--- src/rtl/mst_pkg.sv ---
// Shared types and constants of the monitored station table.
// No dependencies; imported by every module of the block.
package mst_pkg;

  // command codes of the input transfer
  typedef enum logic [2:0] {
    CMD_ADD     = 3'd0,
    CMD_DELETE  = 3'd1,
    CMD_QUERY   = 3'd2,
    CMD_FLUSH   = 3'd3,
    CMD_OBSERVE = 3'd4
  } mst_cmd_t;

  // result status codes
  typedef enum logic [1:0] {
    ST_DONE    = 2'd0,
    ST_FULL    = 2'd1,
    ST_PRESENT = 2'd2,
    ST_MISS    = 2'd3
  } mst_status_t;

  // sequencer states
  typedef enum logic [1:0] {
    S_IDLE,
    S_SCAN,
    S_DRAIN,
    S_FINISH
  } mst_state_t;

  // configuration register byte offset bit and index
  localparam int unsigned CFG_ADDR_W    = 3;
  localparam logic        REG_MON_EN    = 1'b0;

  // sinr mean: 32 bytes summed, four per step, then divided by 32
  localparam int unsigned SINR_STEPS    = 8;
  localparam int unsigned SINR_STEP_W   = 3;
  localparam int unsigned SINR_SUM_W    = 13;
  localparam int unsigned SINR_SHIFT    = 5;

  // input transfer payload
  typedef struct packed {
    logic [2:0]         command;
    logic [47:0]        station_address;
    logic               is_mpdu;
    logic signed [7:0]  signal_strength;
    logic               sinr_present;
    logic [63:0]        sinr_words_a;
    logic [63:0]        sinr_words_b;
    logic [63:0]        sinr_words_c;
    logic [63:0]        sinr_words_d;
    logic [31:0]        time_now;
  } mst_in_t;

  // result transfer payload
  typedef struct packed {
    logic [1:0]         status;
    logic signed [7:0]  stored_strength;
    logic [7:0]         stored_sinr;
    logic [31:0]        stored_time;
    logic [4:0]         entries_used;
  } mst_out_t;

  // one table entry as held in the entry memory
  typedef struct packed {
    logic [47:0]        address;
    logic signed [7:0]  strength;
    logic [7:0]         sinr;
    logic [31:0]        rx_time;
  } mst_entry_t;

  // status of the sinr accumulator
  typedef struct packed {
    logic               busy;
    logic [7:0]         mean;
  } mst_sinr_stat_t;

endpackage

--- src/rtl/mst_entry_ram.sv ---
// Entry memory of the monitored station table: one write port, one read port,
// registered read data. Depends on mst_pkg for the entry type.
module mst_entry_ram
  import mst_pkg::*;
#(
  parameter int unsigned DEPTH = 16,
  parameter int unsigned AW    = 4
) (
  input  logic          clk,
  input  logic          we,
  input  logic [AW-1:0] waddr,
  input  mst_entry_t    wdata,
  input  logic [AW-1:0] raddr,
  output mst_entry_t    rdata
);

  mst_entry_t mem [DEPTH];

  // write port
  always_ff @(posedge clk) begin
    if (we) begin
      mem[waddr] <= wdata;
    end
  end

  // read port, registered read data
  always_ff @(posedge clk) begin
    rdata <= mem[raddr];
  end

endmodule

--- src/rtl/mst_sinr_acc.sv ---
// Iterative sinr mean unit: sums the 32 bytes of the sinr words, four per
// cycle, and divides by 32. Depends on mst_pkg.
module mst_sinr_acc
  import mst_pkg::*;
(
  input  logic           clk,
  input  logic           rst_n,
  input  logic           start,
  input  logic [63:0]    words_a,
  input  logic [63:0]    words_b,
  input  logic [63:0]    words_c,
  input  logic [63:0]    words_d,
  output mst_sinr_stat_t stat
);

  logic                   run_r,  run_nxt;
  logic [SINR_STEP_W-1:0] step_r, step_nxt;
  logic [SINR_SUM_W-1:0]  sum_r,  sum_nxt;
  logic [5:0]             lsb;
  logic [SINR_SUM_W-1:0]  step_sum;

  // byte of each word group taken in this step
  assign lsb      = {step_r, 3'b000};
  assign step_sum = SINR_SUM_W'(words_a[lsb +: 8]) + SINR_SUM_W'(words_b[lsb +: 8])
                  + SINR_SUM_W'(words_c[lsb +: 8]) + SINR_SUM_W'(words_d[lsb +: 8]);

  // accumulation control
  always_comb begin
    run_nxt  = run_r;
    step_nxt = step_r;
    sum_nxt  = sum_r;
    if (start) begin
      run_nxt  = 1'b1;
      step_nxt = '0;
      sum_nxt  = '0;
    end else if (run_r) begin
      sum_nxt  = sum_r + step_sum;
      step_nxt = step_r + 1'b1;
      if (step_r == SINR_STEP_W'(SINR_STEPS - 1)) begin
        run_nxt = 1'b0;
      end
    end
  end

  always_ff @(posedge clk) begin
    if (!rst_n) begin
      run_r  <= 1'b0;
      step_r <= '0;
    end else begin
      run_r  <= run_nxt;
      step_r <= step_nxt;
    end
  end

  always_ff @(posedge clk) begin
    sum_r <= sum_nxt;
  end

  assign stat.busy = run_r;
  assign stat.mean = sum_r[SINR_SHIFT +: 8];

endmodule

--- src/rtl/mst_ctrl.sv ---
// Sequencer of the monitored station table: holds the item, walks the entry
// memory, keeps valid bits and the station count, and drives the result.
// Depends on mst_pkg; drives mst_entry_ram and mst_sinr_acc.
module mst_ctrl
  import mst_pkg::*;
#(
  parameter int unsigned N     = 16,
  parameter int unsigned AW    = 4,
  parameter int unsigned CNT_W = 5
) (
  input  logic           clk,
  input  logic           rst_n,
  input  logic           in_valid,
  output logic           in_stall,
  input  mst_in_t        in_data,
  output logic           out_valid,
  input  logic           out_stall,
  output mst_out_t       out_data,
  input  logic           monitor_enable,
  output mst_in_t        item,
  output logic           sinr_start,
  input  mst_sinr_stat_t sinr_stat,
  output logic           ram_we,
  output logic [AW-1:0]  ram_waddr,
  output mst_entry_t     ram_wdata,
  output logic [AW-1:0]  ram_raddr,
  input  mst_entry_t     ram_rdata
);

  mst_state_t       state_r, state_nxt;
  logic [AW-1:0]    idx_r, idx_nxt;
  logic             rd_pending_r, rd_pending_nxt;
  logic [AW-1:0]    rd_idx_r;
  logic [N-1:0]     valid_r, valid_nxt;
  logic [CNT_W-1:0] count_r, count_nxt;
  logic             found_r, found_nxt;
  logic [AW-1:0]    match_idx_r, match_idx_nxt;
  mst_entry_t       match_r, match_nxt;
  logic             free_found_r, free_found_nxt;
  logic [AW-1:0]    free_idx_r, free_idx_nxt;
  mst_in_t          item_r;
  logic             out_valid_r, out_valid_nxt;
  mst_out_t         out_data_r, out_data_nxt;
  logic             accept, finish, out_free, hit, free_slot;
  logic [CNT_W+4:0] cnt_ext;
  mst_out_t         res;

  assign accept   = in_valid && !in_stall;
  assign in_stall = (state_r != S_IDLE);
  assign out_free = !out_valid_r || !out_stall;
  assign finish   = (state_r == S_FINISH) && !sinr_stat.busy && out_free;
  assign item     = item_r;

  // lookup on the entry coming back from the memory
  assign hit       = rd_pending_r && valid_r[rd_idx_r]
                     && (ram_rdata.address == item_r.station_address);
  assign free_slot = rd_pending_r && !valid_r[rd_idx_r];

  assign ram_raddr  = idx_r;
  assign sinr_start = accept;

  // sequencer and command execution
  always_comb begin
    state_nxt      = state_r;
    idx_nxt        = idx_r;
    rd_pending_nxt = (state_r == S_SCAN);
    valid_nxt      = valid_r;
    count_nxt      = count_r;
    found_nxt      = found_r;
    match_idx_nxt  = match_idx_r;
    match_nxt      = match_r;
    free_found_nxt = free_found_r;
    free_idx_nxt   = free_idx_r;
    out_valid_nxt  = out_valid_r && out_stall;
    ram_we         = 1'b0;
    ram_waddr      = match_idx_r;
    ram_wdata      = '{address: item_r.station_address, strength: '0, sinr: '0,
                       rx_time: '0};
    res            = '{status: ST_MISS, stored_strength: '0, stored_sinr: '0,
                       stored_time: '0, entries_used: '0};

    // first matching and first free slot seen during the walk
    if (hit && !found_r) begin
      found_nxt     = 1'b1;
      match_idx_nxt = rd_idx_r;
      match_nxt     = ram_rdata;
    end
    if (free_slot && !free_found_r) begin
      free_found_nxt = 1'b1;
      free_idx_nxt   = rd_idx_r;
    end

    unique case (state_r)
      S_IDLE: begin
        if (accept) begin
          state_nxt      = S_SCAN;
          idx_nxt        = '0;
          found_nxt      = 1'b0;
          free_found_nxt = 1'b0;
        end
      end
      S_SCAN: begin
        if (idx_r == AW'(N - 1)) begin
          state_nxt = S_DRAIN;
        end else begin
          idx_nxt = idx_r + 1'b1;
        end
      end
      S_DRAIN: begin
        state_nxt = S_FINISH;
      end
      S_FINISH: begin
        if (finish) begin
          state_nxt     = S_IDLE;
          out_valid_nxt = 1'b1;
          unique case (mst_cmd_t'(item_r.command))
            CMD_ADD: begin
              if (count_r == CNT_W'(N)) begin
                res.status = ST_FULL;
              end else if (found_r) begin
                res.status = ST_PRESENT;
              end else if (free_found_r) begin
                ram_we               = 1'b1;
                ram_waddr            = free_idx_r;
                valid_nxt[free_idx_r] = 1'b1;
                count_nxt            = count_r + 1'b1;
                res.status           = ST_DONE;
              end
            end
            CMD_DELETE: begin
              if (found_r) begin
                valid_nxt[match_idx_r] = 1'b0;
                count_nxt              = count_r - 1'b1;
                res.status             = ST_DONE;
              end
            end
            CMD_QUERY: begin
              if (found_r) begin
                res.status          = ST_DONE;
                res.stored_strength = match_r.strength;
                res.stored_sinr     = match_r.sinr;
                res.stored_time     = match_r.rx_time;
              end
            end
            CMD_FLUSH: begin
              valid_nxt  = '0;
              count_nxt  = '0;
              res.status = ST_DONE;
            end
            CMD_OBSERVE: begin
              if (monitor_enable && (count_r != '0) && item_r.is_mpdu && found_r) begin
                ram_we            = 1'b1;
                ram_wdata.strength = item_r.signal_strength;
                ram_wdata.sinr    = item_r.sinr_present ? sinr_stat.mean : 8'd0;
                ram_wdata.rx_time = item_r.time_now;
                res.status        = ST_DONE;
              end
            end
            default: begin
              res.status = ST_MISS;
            end
          endcase
        end
      end
      default: begin
        state_nxt = S_IDLE;
      end
    endcase

    cnt_ext          = {5'b0, count_nxt};
    res.entries_used = cnt_ext[4:0];
    out_data_nxt     = finish ? res : out_data_r;
  end

  // control registers
  always_ff @(posedge clk) begin
    if (!rst_n) begin
      state_r      <= S_IDLE;
      idx_r        <= '0;
      rd_pending_r <= 1'b0;
      valid_r      <= '0;
      count_r      <= '0;
      found_r      <= 1'b0;
      free_found_r <= 1'b0;
      out_valid_r  <= 1'b0;
    end else begin
      state_r      <= state_nxt;
      idx_r        <= idx_nxt;
      rd_pending_r <= rd_pending_nxt;
      valid_r      <= valid_nxt;
      count_r      <= count_nxt;
      found_r      <= found_nxt;
      free_found_r <= free_found_nxt;
      out_valid_r  <= out_valid_nxt;
    end
  end

  // payload registers
  always_ff @(posedge clk) begin
    rd_idx_r    <= idx_r;
    match_idx_r <= match_idx_nxt;
    match_r     <= match_nxt;
    free_idx_r  <= free_idx_nxt;
    out_data_r  <= out_data_nxt;
    if (accept) begin
      item_r <= in_data;
    end
  end

  assign out_valid = out_valid_r;
  assign out_data  = out_data_r;

  // station count tracks the valid bits
  a_count_matches: assert property (@(posedge clk) disable iff (!rst_n)
    $countones(valid_r) == 32'(count_r))
    else $error("station count differs from number of valid entries");

  // count never exceeds the table size
  a_count_bound: assert property (@(posedge clk) disable iff (!rst_n)
    count_r <= CNT_W'(N))
    else $error("station count above table size");

  // read data is only consumed for reads issued during the walk
  a_read_in_scan: assert property (@(posedge clk) disable iff (!rst_n)
    rd_pending_r |-> $past(state_r) == S_SCAN)
    else $error("read data consumed outside the table walk");

  // memory is written only while a result is produced
  a_write_on_finish: assert property (@(posedge clk) disable iff (!rst_n)
    ram_we |=> out_valid_r)
    else $error("entry write without a result transfer");

endmodule

--- src/rtl/monitored_station_table.sv ---
// Monitored station table top level: configuration register, entry memory,
// sinr mean unit and sequencer. Depends on mst_pkg, mst_entry_ram,
// mst_sinr_acc and mst_ctrl.
//
// Usage: one command per input transfer on in_valid/in_stall/in_data (add,
// delete, query, flush, packet observe); exactly one result per command on
// out_valid/out_stall/out_data with status, queried stats and station count.
// monitor_enable sits at byte address 0 of the register port; write it only
// while no command is in flight.
// Every command walks all TABLE_ENTRIES entries of the entry memory, one
// read per cycle through its single read port, then passes the drain state
// to the final state, which waits for the sinr sum and a free output
// register. The result is registered, and the next command is taken only
// once the sequencer is back in idle.
// While a result is stalled the next command is still accepted and walked;
// its result waits in the final state until the output register frees.
// Reset clears the valid bits, the station count, monitor_enable and the
// handshake state at once; the entry memory itself is not cleared.
module monitored_station_table
  import mst_pkg::*;
#(
  parameter int unsigned TABLE_ENTRIES = 16
) (
  input  logic                  clk,
  input  logic                  rst_n,
  input  logic                  in_valid,
  output logic                  in_stall,
  input  mst_in_t               in_data,
  output logic                  out_valid,
  input  logic                  out_stall,
  output mst_out_t              out_data,
  input  logic                  cfg_psel,
  input  logic                  cfg_penable,
  input  logic                  cfg_pwrite,
  input  logic [CFG_ADDR_W-1:0] cfg_paddr,
  input  logic [31:0]           cfg_pwdata,
  output logic [31:0]           cfg_prdata,
  output logic                  cfg_pready
);

  localparam int unsigned AW    = (TABLE_ENTRIES > 1) ? $clog2(TABLE_ENTRIES) : 1;
  localparam int unsigned CNT_W = $clog2(TABLE_ENTRIES + 1);

  logic           mon_en_r, mon_en_nxt;
  logic           cfg_wr;
  mst_in_t        item;
  logic           sinr_start;
  mst_sinr_stat_t sinr_stat;
  logic           ram_we;
  logic [AW-1:0]  ram_waddr, ram_raddr;
  mst_entry_t     ram_wdata, ram_rdata;

  // register port, no wait states
  assign cfg_pready = 1'b1;
  assign cfg_wr     = cfg_psel && cfg_penable && cfg_pwrite && cfg_pready
                      && (cfg_paddr[CFG_ADDR_W-1] == REG_MON_EN);
  assign mon_en_nxt = cfg_wr ? cfg_pwdata[0] : mon_en_r;
  assign cfg_prdata = (cfg_paddr[CFG_ADDR_W-1] == REG_MON_EN) ? {31'b0, mon_en_r} : 32'b0;

  always_ff @(posedge clk) begin
    if (!rst_n) begin
      mon_en_r <= 1'b0;
    end else begin
      mon_en_r <= mon_en_nxt;
    end
  end

  // sequencer
  mst_ctrl #(
    .N     (TABLE_ENTRIES),
    .AW    (AW),
    .CNT_W (CNT_W)
  ) u_ctrl (
    .clk            (clk),
    .rst_n          (rst_n),
    .in_valid       (in_valid),
    .in_stall       (in_stall),
    .in_data        (in_data),
    .out_valid      (out_valid),
    .out_stall      (out_stall),
    .out_data       (out_data),
    .monitor_enable (mon_en_r),
    .item           (item),
    .sinr_start     (sinr_start),
    .sinr_stat      (sinr_stat),
    .ram_we         (ram_we),
    .ram_waddr      (ram_waddr),
    .ram_wdata      (ram_wdata),
    .ram_raddr      (ram_raddr),
    .ram_rdata      (ram_rdata)
  );

  // sinr mean
  mst_sinr_acc u_sinr (
    .clk     (clk),
    .rst_n   (rst_n),
    .start   (sinr_start),
    .words_a (item.sinr_words_a),
    .words_b (item.sinr_words_b),
    .words_c (item.sinr_words_c),
    .words_d (item.sinr_words_d),
    .stat    (sinr_stat)
  );

  // entry memory
  mst_entry_ram #(
    .DEPTH (TABLE_ENTRIES),
    .AW    (AW)
  ) u_ram (
    .clk   (clk),
    .we    (ram_we),
    .waddr (ram_waddr),
    .wdata (ram_wdata),
    .raddr (ram_raddr),
    .rdata (ram_rdata)
  );

endmodule
--- config.mk ---
export PLATFORM = sky130hd
export DESIGN_NAME = monitored_station_table
export DESIGN_NICKNAME = d
export VERILOG_FILES = /design/src/rtl/mst_pkg.sv /design/src/rtl/mst_entry_ram.sv /design/src/rtl/mst_sinr_acc.sv /design/src/rtl/mst_ctrl.sv /design/src/rtl/monitored_station_table.sv
export SDC_FILE = /design/constraint.sdc
export NUM_CORES = 2
export LEC_CHECK = 0
export BUFFER_PORTS_ARGS = -buffer_cell sky130_fd_sc_hd__buf_2
export CAP_MARGIN = 20
export CORE_MARGIN = 2
export CORE_UTILIZATION = 40
export CTS_CLUSTER_SIZE = 40
export DETAILED_ROUTE_END_ITERATION = 12
export HOLD_SLACK_MARGIN = 0.08
export SETUP_SLACK_MARGIN = 0.3
export SYNTH_ARGS = -nofsm -noshare
export SYNTH_HDL_FRONTEND = slang
export SYNTH_SLANG_ARGS = --single-unit
--- constraint.sdc ---
create_clock -name clk -period 28 [get_ports clk]
set_clock_uncertainty 0.1 [all_clocks]
set_input_delay 5.6 -clock clk [delete_from_list [all_inputs] [get_ports clk]]
set_output_delay 5.6 -clock clk [all_outputs]
set_load 0.05 [all_outputs]
==> qor.csv <==
stage,metric,value,unit
run_status,status,finished clean,
power,p_int,0.00591,W
timing,setup_viol,0,
power,ir_drop,90.7,uV
worst_setup_path,crit_path_max_incr_delay,260,ps
cts,cts-root-buf,clkbuf_16,
power,switching_share,25.0,%
floorplanning,io_pins,481,
worst_setup_path,r2r-start,u_sinr.step_r[0],
worst_setup_path,cp_slowest_cell,buf_2,
power,p_per_area,84.5,nW/um2
worst_setup_path,path_class,in -> out,
routing,avgRoutedWirePerCell,26.8,um
timing,worstMarginPinSlew,1030,ps
yosys,synth_edf_count,1996,
timing,timing.fmax,0.0851,GHz
worst_setup_path,critPathMostFrequentCell,buf_2,
grt,grt_overflow,0,
routing,wl_met3,9740,um
floorplanning,die_w,453,um
cts,clock_path_buffers,3,
power,clock_power_share,37.1,%
cts,clock_sinks,2145,
yosys,synth_cells,3483,
routing,firstDrtPassIters,5,
worst_setup_path,worstSetupEndpoint,cfg_prdata[0],
yosys,syn_avg_cell_area,23.2,um2
grt,grt_pass1_wl,267000,um
yosys,async_reset_ff_share,0,%
place,portBuffers,415,
worst_setup_path,critPathCaptureType,output port,
flow_run,max_cap_violations,0,
floorplanning,rows,164,
routing,vias,36409,
yosys,ys_ff_latch,2145,
routing,drt-total-wl,184000,um
timing,hold_viol_final,0,
floorplanning,die_h,453,um
routing,wl_met2,95400,um
worst_setup_path,cp-start-kind,input pin,
worst_setup_path,crit_cells,3,
routing,drt_iter0_drc,3054,
cts,cts_resized,0,
grt,grt_max_degree,116,
cells_and_area,utilization,46.6,%
power,seqPwrFrac,48.9,%
place,dp_hpwl,98600,um
timing,fin_crit_sh,42.0,%
yosys,yosysWarnings,0,
yosys,synth_top_flop_cell,edfxtp_1,
timing,slew_headroom,31.3,%
grt,grt_antenna_before_repair,30,
cts,hold_buffers,0,
cts,clkLatencyLatePin,860,ps
cts,cts_setup_buffers,0,
worst_setup_path,path_buf_inv,2,
routing,drcViolationCount,0,
hold_path,hold_path.class,reg -> reg,
floorplanning,core,200000,um2
cts,cts_made_buffers,216,
cells_and_area,drive_gt1_share,33.8,%
power,switchingPower,0.00197,W
power,p_total,0.00788,W
cts,path_clk_slew,60,ps
worst_setup_path,cp.required,22300,ps
worst_setup_path,worstPathArrival,6050,ps
grt,grt_usage,18.0,%
yosys,synth_cell_types,67,
yosys,synth_area,80700,um2
yosys,yosysSeqAreaShare,77.9,%
worst_setup_path,path_cells,"buf_2, nor2b_1, buf_2",
grt,grt_pass1_vias,38671,
timing,rsz0062_at_grt,false,
routing,antenna_left,0,
timing,period_needed,11750,ps
cts,cts_tree,built,
floorplanning,dieArea,205000,um2
power,power.leakage,31.7,nW
worst_setup_path,cp_max_fo,2,
place,routabilityCongestion,0.797,
worst_setup_path,critPathTopFamily,buffers and inverters,
timing,drv_slew,0,
cells_and_area,area_growth,15.5,%
cells_and_area,fin_nets,4455,
worst_setup_path,startpoint,cfg_paddr[2],
routing,highest_layer,met5,
floorplanning,initial_utilization,40.4,%
routing,m1WireLength,74300,um
routing,vias_per_cell,5.30,
worst_setup_path,r2r_slack,21450,ps
worst_setup_path,r2r-end,u_sinr.sum_r[12],
cts,htreeDepth,4,
worst_setup_path,reg2reg_depth,21,
power,power_frac_comb,13.9,%
timing,tns,0,ps
per-stage QoR:
| stage | hold WS [ps] | cells | setup WS [ps] | area, um2 |
|---|---|---|---|---|
| 2_1_floorplan | 229 | 3513 | 11650 | 80800 |
| 3_3_place_gp | 290 | 6452 | 16210 | 85800 |
| 3_5_place_dp | 289 | 6453 | 16250 | 85900 |
| 4_1_cts | 285 | 6860 | 16250 | 93200 |
| 5_1_grt | 303 | 6863 | 16210 | 93200 |
| 6_report | 288 | 6872 | 16250 | 93200 |
worst reg2reg max path, cell delays in order, from the launching register on:
cell      delay, ps
dfxtp_4         620
buf_4           810
mux4_2          630
mux2_2          290
ha_1            270
fa_1            480
a21o_1          210
a21oi_1         240
o21bai_1         90
a21oi_1         230
xnor2_1         110
fa_1            490
inv_1            50
fa_1            470
inv_1            40
ha_1            330
nand2_1          70
o21ai_0         350
nand4_1         150
a21oi_1         210
xnor2_1         130
nor2_1           50
Yosys cell counts (4+ instances only):
library cell | instances | area, um2
o211ai_1 | 17 | 128
o41ai_1 | 6 | 52.6
nand3_1 | 9 | 45.0
buf_1 | 12 | 45.0
a211oi_1 | 5 | 37.5
nor4_1 | 8 | 50.1
a31oi_1 | 7 | 43.8
a21o_1 | 6 | 45.0
nor2b_1 | 11 | 68.8
or3_1 | 5 | 31.3
buf_2 | 26 | 130
mux4_2 | 549 | 12400
o21ai_0 | 20 | 100
edfxtp_1 | 1996 | 59900
o31ai_1 | 13 | 97.6
fa_1 | 17 | 340
nand2_1 | 28 | 105
nor3_1 | 4 | 20.0
and2_1 | 98 | 613
a21oi_1 | 34 | 170
nand2b_1 | 8 | 50.1
nand4_1 | 10 | 62.6
clkbuf_1 | 77 | 289
xor2_1 | 24 | 210
inv_1 | 46 | 173
dfxtp_1 | 149 | 2980
ha_1 | 31 | 388
buf_6 | 39 | 439
mux2_2 | 29 | 327
nor2_1 | 57 | 214
xnor2_1 | 32 | 280
mux2i_1 | 16 | 160
o21ai_1 | 5 | 25.0
and3_1 | 10 | 62.6
buf_4 | 32 | 240
routing by layer:
metal | track usage, % | vias to the layer above
li1 | - | 15598
met1 | 23.0 | 19362
met2 | 31.2 | 1116
met3 | 3.28 | 305
met4 | 5.22 | 28
met5 | 0 | -
area by class of cell:
class | count | area [um2]
Antenna cell | 11 | 27.5
Inverter | 48 | 189
Timing Repair Buffer | 472 | 2690
Clock inverter | 122 | 1420
Clock buffer | 285 | 5890
Tap cell | 2656 | 3320
Fill cell | 16384 | 107000
Sequential cell | 2145 | 62900
Multi-Input combinational cell | 1133 | 16700
cells by family after synthesis:
kind of cell	count (synthesis)	share of synthesized area, %
flip-flops	2145	77.9
multiplexers	594	15.9
AND/OR/NAND/NOR	266	1.85
buffers and inverters	235	1.65
AO/OA/AOI/OAI	137	1.13
XOR/XNOR	56	0.608
adder cells (fa/ha/maj)	48	0.902
other	2	0.00930
worst min-delay path by stage:
stage                         end           startpoint  slack [ps]  cells after the start
6_report       u_ctrl.match_r[46]      u_ram.rdata[46]         290                      0
5_1_grt        u_ctrl.match_r[46]      u_ram.rdata[46]         300                      0
4_1_cts        u_ctrl.match_r[46]      u_ram.rdata[46]         280                      0
3_5_place_dp   u_ctrl.match_r[46]      u_ram.rdata[46]         290                      0
3_3_place_gp    u_ctrl.match_r[9]       u_ram.rdata[9]         290                      0
2_1_floorplan  u_ctrl.rd_idx_r[2]  u_ctrl.ram_raddr[2]         230                      0
cells in the final DEF, fill, tap and decap left out, drive strengths merged, types with 32 or more instances in the layout:
cell / instances
edfxtp: 1996
clkinv: 88
xnor2: 32
buf: 472
mux4: 549
and2: 98
clkbuf: 285
inv: 53
nor2: 57
a21oi: 35
dfxtp: 149
conb: 32
power by group through the flow:
stage | registers, W | clock network [W] | logic (W)
floorplan | 0.00393 | 0 | 0.000879
global placement | 0.00392 | 0 | 0.00111
detailed placement | 0.00393 | 0 | 0.00112
CTS | 0.00386 | 0.00299 | 0.00112
global route | 0.00388 | 0.00312 | 0.00123
finish | 0.00386 | 0.00293 | 0.00110
state kept, by name (all words and copies together), names as in the netlist, 2 cells and up:
name / count
u_ctrl.match_idx_r: 4
u_ctrl.item: 349
u_ctrl.out_data: 55
u_ctrl.ram_raddr: 4
u_sinr.step_r: 3
u_ctrl.rd_idx_r: 4
u_ctrl.match_r: 48
u_ctrl.free_idx_r: 4
u_sinr.sum_r: 13
u_ctrl.count_r: 5
u_ram.rdata: 96
u_ram.mem: 1536
u_ctrl.state_r: 2
u_ctrl.valid_r: 16
No activity file was read; power rests on OpenSTA's default activity.
